[src/hdl/mofw_pkg.sv]
`default_nettype none
package mofw_pkg;

   localparam int TID_W    = 4;
   localparam int KIND_W   = 2;
   localparam int STATUS_W = 4;

   typedef enum logic [KIND_W-1:0] {
      KIND_WAIT    = 2'd0,
      KIND_SIGNAL  = 2'd1,
      KIND_TIMEOUT = 2'd2
   } kind_type;

   typedef enum logic [STATUS_W-1:0] {
      ST_ACQUIRED         = 4'd0,
      ST_BUSY_NOWAIT      = 4'd1,
      ST_ALREADY_OWNER    = 4'd2,
      ST_QUEUED           = 4'd3,
      ST_QUEUE_FULL       = 4'd4,
      ST_NOT_OWNER        = 4'd5,
      ST_HANDED_OVER      = 4'd6,
      ST_RELEASED         = 4'd7,
      ST_TIMED_OUT        = 4'd8,
      ST_ALREADY_SIGNALED = 4'd9
   } status_type;

   typedef enum logic {
      S_IDLE,
      S_EXEC
   } state_type;

   typedef struct packed {
      logic             shift_all;
      logic             shift_found;
      logic             append;
      logic [TID_W-1:0] tid;
   } cell_ctrl_type;

endpackage
`default_nettype wire

[src/hdl/mofw_if.sv]
`default_nettype none
interface mofw_req_if import mofw_pkg::*; ();
   logic              valid;
   logic              ready;
   logic [KIND_W-1:0] kind;
   logic [TID_W-1:0]  thread_id;
   logic              no_wait;

   modport source (output valid, kind, thread_id, no_wait, input ready);
   modport sink   (input valid, kind, thread_id, no_wait, output ready);
endinterface

interface mofw_rsp_if import mofw_pkg::*; ();
   logic                valid;
   logic                ready;
   logic [STATUS_W-1:0] status;
   logic                owner_valid;
   logic [TID_W-1:0]    owner_thread;
   logic                woken_valid;
   logic [TID_W-1:0]    woken_thread;

   modport source (output valid, status, owner_valid, owner_thread, woken_valid,
                   woken_thread, input ready);
   modport sink   (input valid, status, owner_valid, owner_thread, woken_valid,
                   woken_thread, output ready);
endinterface
`default_nettype wire

[src/hdl/mutex_owner_fifo_waiters.sv]
// lock unit with owner register and a row of waiter cells
// the request is captured in the idle state and executed in the exec state; the result is registered
// a new request is accepted only in the idle state; execution waits while an earlier result is stalled
// the queue updates through the cell row, which shifts and appends
// reset (synchronous): lock free, owner zero, queue empty; cell contents not cleared
`default_nettype none
module mutex_owner_fifo_waiters import mofw_pkg::*; #(
   parameter int MAX_THREADS = 16
) (
   input wire logic clock,
   input wire logic reset,
   mofw_req_if.sink   req_ch,
   mofw_rsp_if.source rsp_ch
);

   localparam int CNT_W = $clog2(MAX_THREADS + 1);

   state_type         state_ff, state_in;
   logic              held_ff, held_in;
   logic [TID_W-1:0]  owner_ff, owner_in;
   logic [CNT_W-1:0]  count_ff, count_in;
   logic              rsp_valid_ff, rsp_valid_in;

   logic [KIND_W-1:0] kind_ff, kind_in;
   logic [TID_W-1:0]  tid_ff, tid_in;
   logic              nowait_ff, nowait_in;
   status_type        status_ff, status_in;
   logic              own_v_ff, own_v_in;
   logic [TID_W-1:0]  own_t_ff, own_t_in;
   logic              woke_ff, woke_in;
   logic [TID_W-1:0]  woken_ff, woken_in;

   cell_ctrl_type     ctrl;
   logic [TID_W-1:0]  cell_id [MAX_THREADS];
   logic [MAX_THREADS:0] found_chain;
   logic              queue_full;
   logic              queue_empty;

   assign found_chain[0] = 1'b0;
   assign queue_full     = count_ff == CNT_W'(MAX_THREADS);
   assign queue_empty    = count_ff == '0;

   for (genvar gi = 0; gi < MAX_THREADS; gi++) begin : g_cell
      logic [TID_W-1:0] right_id;
      if (gi == MAX_THREADS - 1) begin : g_last
         assign right_id = cell_id[gi];
      end else begin : g_mid
         assign right_id = cell_id[gi+1];
      end
      mofw_cell #(
         .INDEX (gi),
         .CNT_W (CNT_W)
      ) u_cell (
         .clock     (clock),
         .ctrl      (ctrl),
         .count     (count_ff),
         .id_right  (right_id),
         .found_in  (found_chain[gi]),
         .found_out (found_chain[gi+1]),
         .id_out    (cell_id[gi])
      );
   end

   assign req_ch.ready        = state_ff == S_IDLE;
   assign rsp_ch.valid        = rsp_valid_ff;
   assign rsp_ch.status       = status_ff;
   assign rsp_ch.owner_valid  = own_v_ff;
   assign rsp_ch.owner_thread = own_t_ff;
   assign rsp_ch.woken_valid  = woke_ff;
   assign rsp_ch.woken_thread = woken_ff;

   always_comb begin
      state_in     = state_ff;
      held_in      = held_ff;
      owner_in     = owner_ff;
      count_in     = count_ff;
      rsp_valid_in = rsp_valid_ff && !rsp_ch.ready;
      kind_in      = kind_ff;
      tid_in       = tid_ff;
      nowait_in    = nowait_ff;
      status_in    = status_ff;
      own_v_in     = own_v_ff;
      own_t_in     = own_t_ff;
      woke_in      = woke_ff;
      woken_in     = woken_ff;
      ctrl         = '{shift_all: 1'b0, shift_found: 1'b0, append: 1'b0, tid: tid_ff};

      unique case (state_ff)
         S_IDLE: begin
            if (req_ch.valid) begin
               kind_in   = req_ch.kind;
               tid_in    = req_ch.thread_id;
               nowait_in = req_ch.no_wait;
               state_in  = S_EXEC;
            end
         end
         S_EXEC: begin
            if (!rsp_valid_ff || rsp_ch.ready) begin
               woke_in  = 1'b0;
               woken_in = '0;
               unique case (kind_ff)
                  KIND_WAIT: begin
                     priority if (!held_ff) begin
                        held_in   = 1'b1;
                        owner_in  = tid_ff;
                        status_in = ST_ACQUIRED;
                     end else if (nowait_ff) begin
                        status_in = ST_BUSY_NOWAIT;
                     end else if (owner_ff == tid_ff) begin
                        status_in = ST_ALREADY_OWNER;
                     end else if (queue_full) begin
                        status_in = ST_QUEUE_FULL;
                     end else begin
                        ctrl.append = 1'b1;
                        count_in    = count_ff + 1'b1;
                        status_in   = ST_QUEUED;
                     end
                  end
                  KIND_SIGNAL: begin
                     priority if (!held_ff || (owner_ff != tid_ff)) begin
                        status_in = ST_NOT_OWNER;
                     end else if (!queue_empty) begin
                        ctrl.shift_all = 1'b1;
                        count_in       = count_ff - 1'b1;
                        owner_in       = cell_id[0];
                        woke_in        = 1'b1;
                        woken_in       = cell_id[0];
                        status_in      = ST_HANDED_OVER;
                     end else begin
                        held_in   = 1'b0;
                        owner_in  = '0;
                        status_in = ST_RELEASED;
                     end
                  end
                  KIND_TIMEOUT: begin
                     if (found_chain[MAX_THREADS]) begin
                        ctrl.shift_found = 1'b1;
                        count_in         = count_ff - 1'b1;
                        status_in        = ST_TIMED_OUT;
                     end else begin
                        status_in = ST_ALREADY_SIGNALED;
                     end
                  end
                  default: begin
                     status_in = ST_NOT_OWNER;
                  end
               endcase
               own_v_in     = held_in;
               own_t_in     = held_in ? owner_in : '0;
               rsp_valid_in = 1'b1;
               state_in     = S_IDLE;
            end
         end
         default: begin
            state_in = S_IDLE;
         end
      endcase
   end

   always_ff @(posedge clock) begin
      if (reset) begin
         state_ff     <= S_IDLE;
         held_ff      <= 1'b0;
         owner_ff     <= '0;
         count_ff     <= '0;
         rsp_valid_ff <= 1'b0;
      end else begin
         state_ff     <= state_in;
         held_ff      <= held_in;
         owner_ff     <= owner_in;
         count_ff     <= count_in;
         rsp_valid_ff <= rsp_valid_in;
      end
   end

   always_ff @(posedge clock) begin
      kind_ff   <= kind_in;
      tid_ff    <= tid_in;
      nowait_ff <= nowait_in;
      status_ff <= status_in;
      own_v_ff  <= own_v_in;
      own_t_ff  <= own_t_in;
      woke_ff   <= woke_in;
      woken_ff  <= woken_in;
   end

endmodule
`default_nettype wire

[src/hdl/mofw_cell.sv]
`default_nettype none
module mofw_cell import mofw_pkg::*; #(
   parameter int INDEX = 0,
   parameter int CNT_W = 5
) (
   input  wire logic             clock,
   input  wire cell_ctrl_type    ctrl,
   input  wire logic [CNT_W-1:0] count,
   input  wire logic [TID_W-1:0] id_right,
   input  wire logic             found_in,
   output      logic             found_out,
   output      logic [TID_W-1:0] id_out
);

   logic [TID_W-1:0] id_ff;
   logic [TID_W-1:0] id_in;
   logic             occupied;
   logic             match;

   assign occupied  = count > CNT_W'(INDEX);
   assign match     = occupied && (id_ff == ctrl.tid);
   assign found_out = found_in || match;
   assign id_out    = id_ff;

   always_comb begin
      priority if (ctrl.shift_all || (ctrl.shift_found && found_out)) begin
         id_in = id_right;
      end else if (ctrl.append && (count == CNT_W'(INDEX))) begin
         id_in = ctrl.tid;
      end else begin
         id_in = id_ff;
      end
   end

   always_ff @(posedge clock) begin
      id_ff <= id_in;
   end

endmodule
`default_nettype wire

[src/flat_wrapper.sv]
// flat-port wrapper written by rule: the top's interface ports become plain ports
module mutex_owner_fifo_waiters_flat import mofw_pkg::*;
#(
   parameter int MAX_THREADS = 16
)
  (clock, reset, req_ch_valid, req_ch_kind, req_ch_thread_id, req_ch_no_wait, req_ch_ready, rsp_ch_valid, rsp_ch_status, rsp_ch_owner_valid, rsp_ch_owner_thread, rsp_ch_woken_valid, rsp_ch_woken_thread, rsp_ch_ready);
  mofw_req_if req_ch_i ();
  mofw_rsp_if rsp_ch_i ();
  input wire logic clock;
  input wire logic reset;
  input wire logic [$bits(req_ch_i.valid)-1:0] req_ch_valid;
  input wire logic [$bits(req_ch_i.kind)-1:0] req_ch_kind;
  input wire logic [$bits(req_ch_i.thread_id)-1:0] req_ch_thread_id;
  input wire logic [$bits(req_ch_i.no_wait)-1:0] req_ch_no_wait;
  output wire logic [$bits(req_ch_i.ready)-1:0] req_ch_ready;
  output wire logic [$bits(rsp_ch_i.valid)-1:0] rsp_ch_valid;
  output wire logic [$bits(rsp_ch_i.status)-1:0] rsp_ch_status;
  output wire logic [$bits(rsp_ch_i.owner_valid)-1:0] rsp_ch_owner_valid;
  output wire logic [$bits(rsp_ch_i.owner_thread)-1:0] rsp_ch_owner_thread;
  output wire logic [$bits(rsp_ch_i.woken_valid)-1:0] rsp_ch_woken_valid;
  output wire logic [$bits(rsp_ch_i.woken_thread)-1:0] rsp_ch_woken_thread;
  input wire logic [$bits(rsp_ch_i.ready)-1:0] rsp_ch_ready;
  assign req_ch_i.valid = req_ch_valid;
  assign req_ch_i.kind = req_ch_kind;
  assign req_ch_i.thread_id = req_ch_thread_id;
  assign req_ch_i.no_wait = req_ch_no_wait;
  assign req_ch_ready = req_ch_i.ready;
  assign rsp_ch_valid = rsp_ch_i.valid;
  assign rsp_ch_status = rsp_ch_i.status;
  assign rsp_ch_owner_valid = rsp_ch_i.owner_valid;
  assign rsp_ch_owner_thread = rsp_ch_i.owner_thread;
  assign rsp_ch_woken_valid = rsp_ch_i.woken_valid;
  assign rsp_ch_woken_thread = rsp_ch_i.woken_thread;
  assign rsp_ch_i.ready = rsp_ch_ready;
  mutex_owner_fifo_waiters #(.MAX_THREADS(MAX_THREADS)) u_core (.clock(clock), .reset(reset), .req_ch(req_ch_i), .rsp_ch(rsp_ch_i));
endmodule
[config.mk]
export PLATFORM = sky130hd
export DESIGN_NAME = mutex_owner_fifo_waiters_flat
export DESIGN_NICKNAME = d
export VERILOG_FILES = /design/src/hdl/mofw_pkg.sv /design/src/hdl/mofw_if.sv /design/src/hdl/mutex_owner_fifo_waiters.sv /design/src/hdl/mofw_cell.sv /design/src/flat_wrapper.sv
export SDC_FILE = /design/constraint.sdc
export NUM_CORES = 1
export LEC_CHECK = 0
export ABC_AREA = 1
export BUFFER_PORTS_ARGS = -buffer_cell sky130_fd_sc_hd__buf_2
export CAP_MARGIN = 30
export CORE_UTILIZATION = 31
export CTS_CLUSTER_DIAMETER = 120
export DETAILED_ROUTE_END_ITERATION = 8
export PLACE_DENSITY = 0.44
export REMOVE_ABC_BUFFERS = 1
export SLEW_MARGIN = 10
export SYNTH_ARGS = -nofsm -noshare
export SYNTH_HDL_FRONTEND = slang
export SYNTH_SLANG_ARGS = --single-unit
[constraint.sdc]
create_clock -name clock -period 5.48 [get_ports clock]
set_input_delay 0.274 -clock clock [delete_from_list [all_inputs] [get_ports clock]]
set_output_delay 0.274 -clock clock [all_outputs]
set_load 0.05 [all_outputs]
After elaboration in Yosys (flattened, before gate mapping)

Cells that the tools add are included.

Muxes and demuxes: 72
Shift-type cells: 0
Bitwise gates (word level): 3
Multipliers: 0
Equality and inequality tests: 43
$add $sub $neg: 2
Reductions and logical operators: 108
$lt $le $gt $ge: 16
Div/mod/pow operators: 0

Operators with widths:

| kind                                                                  | number |
|---|---|
| 4-bit 2-to-1 mux                                                      | 36 |
| 4-bit == test                                                         | 17 |
| 1-bit logical AND                                                     | 49 |
| 5-bit by 4-bit == test with 1-bit output (second input constant)      | 8 |
| 5-bit by 4-bit > comparator with 1-bit output (second input constant) | 8 |
| 5-bit 2-to-1 mux                                                      | 7 |
| 1-bit logical OR                                                      | 33 |
| 2-bit nonzero test                                                    | 15 |
| 5-bit by 3-bit == test with 1-bit output (second input constant)      | 4 |
| 5-bit by 3-bit > comparator with 1-bit output (second input constant) | 4 |
| 1-bit 2-to-1 mux                                                      | 20 |
| 5-bit case mux with 3 select lines                                    | 1 |
| 2-bit != test (second input constant)                                 | 6 |
| 4-bit case mux with 3 select lines                                    | 1 |
| 5-bit by 2-bit == test with 1-bit output (second input constant)      | 2 |
| 5-bit by 1-bit > comparator with 1-bit output (second input constant) | 2 |
| 5-bit by 2-bit > comparator with 1-bit output (second input constant) | 2 |
| 10-bit AND reduction                                                  | 1 |
| 3-bit 2-to-1 mux                                                      | 3 |
| 4-bit case mux with 2 select lines                                    | 1 |
| 2-bit AND reduction                                                   | 3 |
| 5-bit by 1-bit adder with 5-bit output (second input constant)        | 1 |
| 5-bit by 1-bit == test with 1-bit output (second input constant)      | 1 |
| 5-bit == test (second input constant)                                 | 1 |
| 13 further kinds                                                      | 18 |

RAM bits: 0
Memories kept: 0
Output and inout bits: 16
Input bits: 11
Bits in latches: 0
Register bits after elaboration: 97
Bits in read-only memories: 0

Logic depth before layout (Yosys ltp)

Gate-level depths: netlist of run 1.

Depth in word-level cells: 25
Depth in mapped cells: 22
Gate-level depth less buffers: 21

Hierarchy

A second synthesis of run 1 with hierarchy kept.

Cell total of the unflattened synthesis: 973
Area total of the unflattened synthesis: 6,914.1 um2

By module, submodules not included:

| module                               | cells each | times used | sequential area each (um2) | area each (um2) |
|---|---|---|---|---|
| mutex_owner_fifo_waiters             | 203        | 1          | 870.8                      | 1,755.4 |
| mofw_cell (u_core.g_cell[13].u_cell) | 52         | 1          | 120.1                      | 342.8 |
| mofw_cell (u_core.g_cell[10].u_cell) | 47         | 1          | 120.1                      | 339.1 |
| mofw_cell (u_core.g_cell[12].u_cell) | 50         | 1          | 120.1                      | 337.8 |
| mofw_cell (u_core.g_cell[4].u_cell)  | 50         | 1          | 120.1                      | 336.6 |
| mofw_cell (u_core.g_cell[2].u_cell)  | 50         | 1          | 120.1                      | 329.1 |
| mofw_cell (u_core.g_cell[8].u_cell)  | 51         | 1          | 120.1                      | 327.8 |
| mofw_cell (u_core.g_cell[9].u_cell)  | 50         | 1          | 120.1                      | 326.6 |
| mofw_cell (u_core.g_cell[14].u_cell) | 51         | 1          | 120.1                      | 325.3 |
| mofw_cell (u_core.g_cell[0].u_cell)  | 49         | 1          | 120.1                      | 324.1 |
| mofw_cell (u_core.g_cell[6].u_cell)  | 50         | 1          | 120.1                      | 322.8 |
| mofw_cell (u_core.g_cell[5].u_cell)  | 44         | 1          | 120.1                      | 321.6 |
| mofw_cell (u_core.g_cell[3].u_cell)  | 48         | 1          | 120.1                      | 309.0 |
| mofw_cell (u_core.g_cell[1].u_cell)  | 48         | 1          | 120.1                      | 307.8 |
| +3 rows                              | n/a        | n/a        | n/a                        | n/a |

Worst setup path before layout of run 1

Ideal clock, no wire load.

Path type: register to register
Start point: reg u_core.state_ff
End point: reg u_core.g_cell[0].u_cell.id_ff[0], enable pin
Setup slack: 2.317 ns
Stages on the path, launching flop included: 7
Data required time: 5.135 ns
Library setup time: 0.345 ns
Arrival time: 2.817 ns
Path through: dfxtp_1 inv_1 nor2_1 inv_1 nor3_1 clkinv_1 o211ai_1

Word-level cells in the longest chain between the ends: 4
Elaborated cells on any way between the ends: 5
Those cells by class: mux: 1; reduce/logical: 4

RTL lines:

| element                        | line                            | text |
|---|---|---|
| start, declared                | mutex_owner_fifo_waiters.sv:18  | `state_type state_ff, state_in;` |
| start signal, assigned         | mutex_owner_fifo_waiters.sv:168 | `state_ff <= state_in;` |
| 3-bit 2-to-1 mux *             | mutex_owner_fifo_waiters.sv:88  | `unique case (state_ff)` |
| 1-bit logical AND              | mofw_cell.sv:26                 | `priority if (ctrl.shift_all \|\| (ctrl.shift_found && found_out)) begin` |
| 1-bit logical OR               | mofw_cell.sv:26                 |  |
| 2-bit nonzero test (no line) * | n/a                             |  |
| end signal, assigned           | mofw_cell.sv:36                 | `id_ff <= id_in;` |
| end, declared                  | mofw_cell.sv:15                 | `logic [TID_W-1:0] id_ff;` |

Every way passes the cells marked *; elsewhere a longest branch is shown, timed or not.
A chain may end at the register's enable or synchronous reset.

Worst setup path in the final report of run 1

Start point: reg u_core.tid_ff[3]
End point: reg u_core.g_cell[13].u_cell.id_ff[0] (data pin)

Word-level cells in the longest chain between the ends: 24
Elaborated cells on any way between the ends: 58
Those cells by class: eq/ne: 17; mux: 7; reduce/logical: 34

RTL lines:

| element                                     | line                            | text |
|---|---|---|
| start, declared                             | mutex_owner_fifo_waiters.sv:25  | `logic [TID_W-1:0] tid_ff, tid_in;` |
| start signal, assigned                      | mutex_owner_fifo_waiters.sv:178 | `tid_ff <= tid_in;` |
| 4-bit == test                               | mofw_cell.sv:21                 | `assign match = occupied && (id_ff == ctrl.tid);` |
| 1-bit logical AND                           | mofw_cell.sv:21                 |  |
| 1-bit logical OR (15 in series)             | mofw_cell.sv:22                 | `assign found_out = found_in \|\| match;` |
| 1-bit 2-to-1 mux                            | mutex_owner_fifo_waiters.sv:136 | `if (found_chain[MAX_THREADS]) begin` |
| 1-bit 2-to-1 mux                            | mutex_owner_fifo_waiters.sv:101 | `unique case (kind_ff)` |
| 3-bit 2-to-1 mux                            | mutex_owner_fifo_waiters.sv:98  | `if (!rsp_valid_ff \|\| rsp_ch.ready) begin` |
| 3-bit 2-to-1 mux                            | mutex_owner_fifo_waiters.sv:88  |  |
| 1-bit logical AND                           | mofw_cell.sv:26                 |  |
| 1-bit logical OR *                          | mofw_cell.sv:26                 |  |
| 4-bit 2-to-1 mux *                          | mofw_cell.sv:26                 |  |
| named net u_core.g_cell[13].u_cell.id_in[0] | mofw_cell.sv:16                 | `logic [TID_W-1:0] id_in;` |
| end signal, assigned                        | mofw_cell.sv:36                 |  |
| end, declared                               | mofw_cell.sv:15                 |  |

The timed path passes the listed nets; every way through them passes the cells marked *.

==> summary.txt, run 1 <==
Worst setup path
  – Worst Path Arrival: 3700 ps
  – Crit Path Category: register to register
  – Register-to-Register Path Depth: 21
  – Worst Path Max Fanout: 23
  – Reg2reg start: u_core.tid_ff[3]
  – CP endpoint kind: register
  – Critical Path Start Type: register
  – R2r endpoint: u_core.g_cell[13].u_cell.id_out[0]
  – Req. time, crit path: 5570 ps
  – Flop2flop setup slack: 1870 ps

Synthesis
  – Most frequent cell after synthesis: nand2_1
  – Syn_area_per_cell: 8.92 um2
  – Synthesized instance count: 634
  – Netlist cell types: 43
  – Most area-hungry cell type in the Yosys netlist: edfxtp_1
  – Sequential area share after synthesis: 49.4%
  – Ys flop type: edfxtp_1
  – Async set-reset flop share out of synthesis: 0%
  – Post-synth EDFFs: 85
  – Warnings from Yosys: 0
  – Yosys top cell area share: 45.1%
  – Area of the mapped netlist: 5650 um2
  – Synthesized flop and latch total: 97
  – Top cells by count, synth: nand2_1 (145), edfxtp_1 (85), o21ai_0 (59), nor2_1 (54), inv_1 (53)
  – Area contributors post-synth: edfxtp_1 (45%), nand2_1 (9.6%), o21ai_0 (5.2%)

Clocking
  – CTS sink cnt: 97
  – Gates resized, CTS repair: 0
  – Hold_buf cts: 0
  – CTS tree: built
  – Clock latency on the worst-skew pair: 360 ps
  – Worst-path clk slew: 70 ps
  – H-tree depth: 3
  – Postcts setup bufs: 0
  – Clock buffer depth: 2
  – Cts bufs inserted: 9
  – CTS root buf: clkbuf_16

Drt
  – Antenna viol nets, final: 0
  – DR DRC count: 0
  – Via count: 4421
  – Detail-routed via count per cell: 4.95
  – DRT Pass-1 Iters: 5
  – Drt first-iter violations: 290
  – Final wirelength: 14.6 mm
  – Per-cell routed wire length: 16.3 um

STA
  – Setup violation total in the final timing report: 0
  – Worst setup margin: 1870 ps
  – Setup Total Neg Slack: 0 ps
  – Highest clock rate: 0.277 GHz
  – Slew headroom: 42.9%
  – Worst Tran Pin Value: 857 ps
  – Fin Clk Skew: 10.2 ps
  – Final hold violations: 0
  – Final period util: 65.9%
  – WHS: 84.2 ps
  – RSZ-0062 raised after global routing: false
  – Tmin final: 3610 ps
  – Number of max-slew violations in the final report: 0

Placement
  – Total instance count after detailed placement: 877
  – # port buffers: 26
  – Final GP Congestion: 0.851
  – Final HPWL DP: 10.4 mm
  – Worst slack, placed: 1860 ps
  – Placed Area: 6000 um2

Final layout
  – NumNets Final: 679
  – Fill cell count: 1909
  – Post-route cell area: 6290 um2
  – Area growth syn-to-layout: 11.2%
  – Ant diodes: 0
  – Proportion of layout cells with a drive suffix above 1: 13.3%
  – Fin cells: 893

Worst hold path
  – Hold Path Class: input port to register
  – Hold Crit Depth: 1
  – Min-delay src: req_ch_thread_id[0]
  – Hold endpoint: u_core.tid_ff[0]

GRT
  – Initial antenna violation count: 0
  – Largest net degree at the start of global routing: 31
  – Global-route wire length before repair: 23.7 mm
  – Vias in the first global route: 4445
  – GRT Util Overall: 16.9%
  – GRT overflow: 0

Power
  – P_leak: 0.00247 uW
  – Worst VDD drop: 146 uV
  – Pwr dens: 266 nW/um2

Flow run
  – Maximum Capacitance Violations: 0

Die
  – Initial Util: 31.6%
  – Std cell rows: 49
  – DIE AREA: 18800 um2
  – Core Box Area: 17900 um2
  – # IOs: 27
  – Die width: 137 um
  – Die Ht: 137 um

Status
  – Status: finished clean
## worst max-delay path, cell delays in order, from the launching register on
cell and delay, ps:
edfxtp_1 370, buf_4 250, inv_2 430, nand2_1 90
nand2_1 80, nor2_1 50, nand2_1 50, nor2_1 40
nor2_1 150, nand4_2 130, nor2_2 170, nand4_2 150
nor2_2 170, nand4_2 150, nor2_2 150, nand3_1 80
nand2_1 80, inv_2 180, o21ai_0 200, nand2_2 150
nand2_1 90, o21ai_0 90
## final cells by class
cell class	count	area [um2]	share of cell area, %
inverters	60	225	3.58
clock buffers	11	233	3.70
well taps	229	287	4.56
flip-flops and latches	97	2790	44.4
multi-input cells	456	2500	39.7
clock inverters	5	57.6	0.915
repair buffers	35	198	3.14
## sequential cells by signal (all words and copies together), names as in the netlist, 2 cells and up
name and flops:
u_core.kind_ff 2, u_core.count_ff 5, u_core.tid_ff 4, u_core.rsp_ch.owner_thread 4
u_core.owner_ff 4, u_core.g_cell.u_cell.id_out 64, u_core.rsp_ch.status 4, u_core.rsp_ch.woken_thread 4
## layer usage
metal	GRT usage [%]	wire length, um
met4	7.94	368
met3	2.33	494
met1	21.7	6760
met2	27.9	6970
met5	0	0
## power by group
part	total (uW)	switching [uW]	internal, uW
Clock	634	280	353
Combinational	205	144	61.2
Sequential	833	12.7	820
Total	1670	437	1230
## cells by family after synthesis
group / count (synthesis) / share of synthesized area, %
DFF: 97 / 49.4
adders and majority gates: 9 / 1.99
AOI/OAI and AO/OA: 118 / 11.8
and+or+nand+nor: 282 / 23.0
buffers and inverters: 81 / 6.46
xor gates and xnor gates: 47 / 7.28
## layout by cell type, fill, tap and decap left out, types with 12 or more instances in the layout
master    synthesis  layout
inv_1            53      53
o21ai_1          17      17
nand3_1          18      18
dfxtp_1          12      12
nand2_1         145     145
nand2_2          13      13
nor2_1           54      54
edfxtp_1         85      85
nand4_1          17      17
xor2_1           28      28
buf_2             3      26
o21ai_0          59      59
xnor2_1          19      19
## how the worst max path moves through the flow
stage	from	end	slack (ps)	depth (start not counted)
2_1_floorplan	u_core.tid_ff[1]	u_core.g_cell[0].u_cell.id_out[0]	2220	11
3_3_place_gp	u_core.tid_ff[3]	u_core.g_cell[1].u_cell.id_out[0]	1900	21
3_5_place_dp	u_core.tid_ff[3]	u_core.g_cell[1].u_cell.id_out[0]	1860	21
4_1_cts	u_core.tid_ff[3]	u_core.g_cell[13].u_cell.id_out[2]	1840	21
5_1_grt	u_core.tid_ff[3]	u_core.g_cell[5].u_cell.id_out[0]	1340	21
6_report	u_core.tid_ff[3]	u_core.g_cell[13].u_cell.id_out[0]	1870	21
## per-stage QoR
stage	total power [uW]	util, %
after floorplan	991	-
after detailed placement	1060	33.5
final	1670	35.1
after CTS	1690	35.1
after global placement	1050	33.5
after global routing	1730	35.1
(Power assumes the default switching activity.)
==> run 2: changes to the inputs <==
==> constraint.sdc (replaced) <==
create_clock -name clock -period 3.4 [get_ports clock]
set_input_delay 0.17 -clock clock [delete_from_list [all_inputs] [get_ports clock]]
set_output_delay 0.17 -clock clock [all_outputs]
set_load 0.05 [all_outputs]
==> summary.txt, run 2 (same netlist as run 1, synthesis figures left out) <==
Status
  – Status: finished clean

Worst setup path
  – Worst Path Arrival: 3070 ps
  – Slowest CP cell: nor4_1
  – Crit Path Category: register to register
  – Slowest Stage Delay on Critical Path: 430 ps
  – Most prevalent standard cell on the critical path: buf_4
  – Critical Path Start Type: register
  – Worst path top cell family by delay: simple AND/OR/NAND/NOR gates
  – CP Depth: 14
  – CP endpoint kind: register
  – Cells along the critical path: buf_4, buf_4, xor2_1, nor4_1, nand4_1, inv_1, nor2_4, nand4_2, nor2_2, nand3_1, nand2_1, inv_4, o21ai_0, o211ai_1
  – Worst Path Max Fanout: 15
  – Req. time, crit path: 3400 ps
  – CP bufs+invs: 4
  – Register-to-Register Path Depth: 14

STA
  – Final hold violations: 0
  – Setup violation total in the final timing report: 0
  – Number of max-slew violations in the final report: 0
  – Worst Tran Pin Value: 628 ps
  – Tmin final: 3070 ps
  – Final period util: 90.4%
  – Highest clock rate: 0.325 GHz
  – Slew headroom: 58.0%
  – Fin Clk Skew: 12.6 ps

Die
  – Die Ht: 137 um
  – Std cell rows: 49
  – Die width: 137 um
  – # IOs: 27
  – Core Box Area: 17900 um2
  – Initial Util: 31.6%
  – DIE AREA: 18800 um2

Power
  – Tot Pwr: 2780 uW
  – Worst VDD drop: 207 uV
  – Clock share of power: 38.5%
  – P_leak: 0.00262 uW
  – Combinational share of power: 13.5%
  – Switching Share: 26.9%
  – Psw: 749 uW
  – P_int: 2030 uW
  – Sequential share of power: 48.0%
  – Pwr dens: 423 nW/um2

GRT
  – Vias in the first global route: 4365
  – Initial antenna violation count: 1
  – Largest net degree at the start of global routing: 31
  – GRT Util Overall: 16.6%
  – GRT overflow: 0
  – Global-route wire length before repair: 23.4 mm

Final layout
  – Fin cells: 915
  – Max reg flops: 64
  – Commonest non-fill, non-tap cells in the layout: nand2_1 (144), edfxtp_1 (85), o21ai_0 (58)
  – Proportion of layout cells with a drive suffix above 1: 16.3%
  – NumNets Final: 701
  – Ant diodes: 0
  – Area growth syn-to-layout: 16.3%
  – Util after Layout: 36.7%
  – Most common cell after layout, fill and taps aside: nand2_1
  – Fill cell count: 1843
  – Post-route cell area: 6580 um2

Worst hold path
  – Hold Path Class: input port to register
  – Hold Crit Depth: 2

Clocking
  – Worst-path clk slew: 70 ps
  – CTS sink cnt: 97
  – H-tree depth: 3
  – Clock buffer depth: 2
  – Cts bufs inserted: 9
  – Clock latency on the worst-skew pair: 360 ps
  – CTS tree: built
  – CTS root buf: clkbuf_16

Drt
  – Antenna viol nets, final: 0
  – Per-cell routed wire length: 15.9 um
  – DRT Pass-1 Iters: 5
  – DR DRC count: 0
  – Detail-routed via count per cell: 4.88
  – Drt first-iter violations: 280
  – Final wirelength: 14.6 mm
  – Via count: 4468

Placement
  – Final HPWL DP: 10.6 mm
  – # port buffers: 26
  – Final GP Congestion: 0.847
  – Placed Area: 6150 um2
  – Total instance count after detailed placement: 891

Flow run
  – Maximum Capacitance Violations: 0
[run 2: final cells by class]
class	count	area, um2	share of cell area [%]
inverter	60	228	3.46
clock buffer	9	225	3.42
timing repair buffer	57	430	6.54
tap	229	287	4.36
multi-input combinational	456	2530	38.5
sequential	97	2790	42.5
clock inverter	7	82.6	1.26
[run 2: final timing paths]
kind | startpoint | end | slack (ps)
setup / recovery | u_core.tid_ff[1] | u_core.g_cell[5].u_cell.id_out[2] | 330
hold / removal | reset | u_core.rsp_ch.valid | 30
setup reg to reg | u_core.tid_ff[1] | u_core.g_cell[5].u_cell.id_out[2] | 330
hold reg to reg | u_core.owner_ff[3] | u_core.owner_ff[3] | 530
[run 2: power groups by stage]
| stage | combinational [uW] | clock [uW] | sequential [uW] |
|---|---|---|---|
| final | 374 | 1070 | 1340 |
| after floorplan | 187 | 0 | 1410 |
| after global placement | 360 | 0 | 1360 |
| after CTS | 371 | 1090 | 1340 |
| after detailed placement | 363 | 0 | 1360 |
| after global routing | 411 | 1140 | 1340 |
[run 2: metrics by stage]
step           TNS (ps)  setup slack (ps)  hold slack (ps)
2_1_floorplan         0               143              239
6_report              0               326             31.3
4_1_cts               0               123             3.48
3_3_place_gp      -67.5             -16.9              348
3_5_place_dp          0              22.2              356
5_1_grt           -4.39             -4.39             38.5
[run 2: repair_timing]
item,in CTS,in global routing
endpoints found under the hold margin,6,1
hold buffers,6,1
endpoints found under the setup margin,4,124
gates resized for setup,1,11
setup buffers,0,1
pin swaps,0,1
[run 2: worst register-to-register path: cells and delay by family (launching register included)]
family                    cells  cell delay (ps)
and+or+nand+nor               7              990
buffers and inverters         4              750
AOI/OAI and AO/OA             2              430
DFF                           1              380
xor gates and xnor gates      1              170
[run 2: metal layers]
layer | up-vias | track usage [%] | routed length, um
li1 | 2257 | - | -
met1 | 2133 | 22.7 | 6940
met2 | 63 | 27.1 | 7010
met3 | 15 | 2.85 | 454
met4 | 0 | 4.33 | 178
met5 | - | 0 | 0
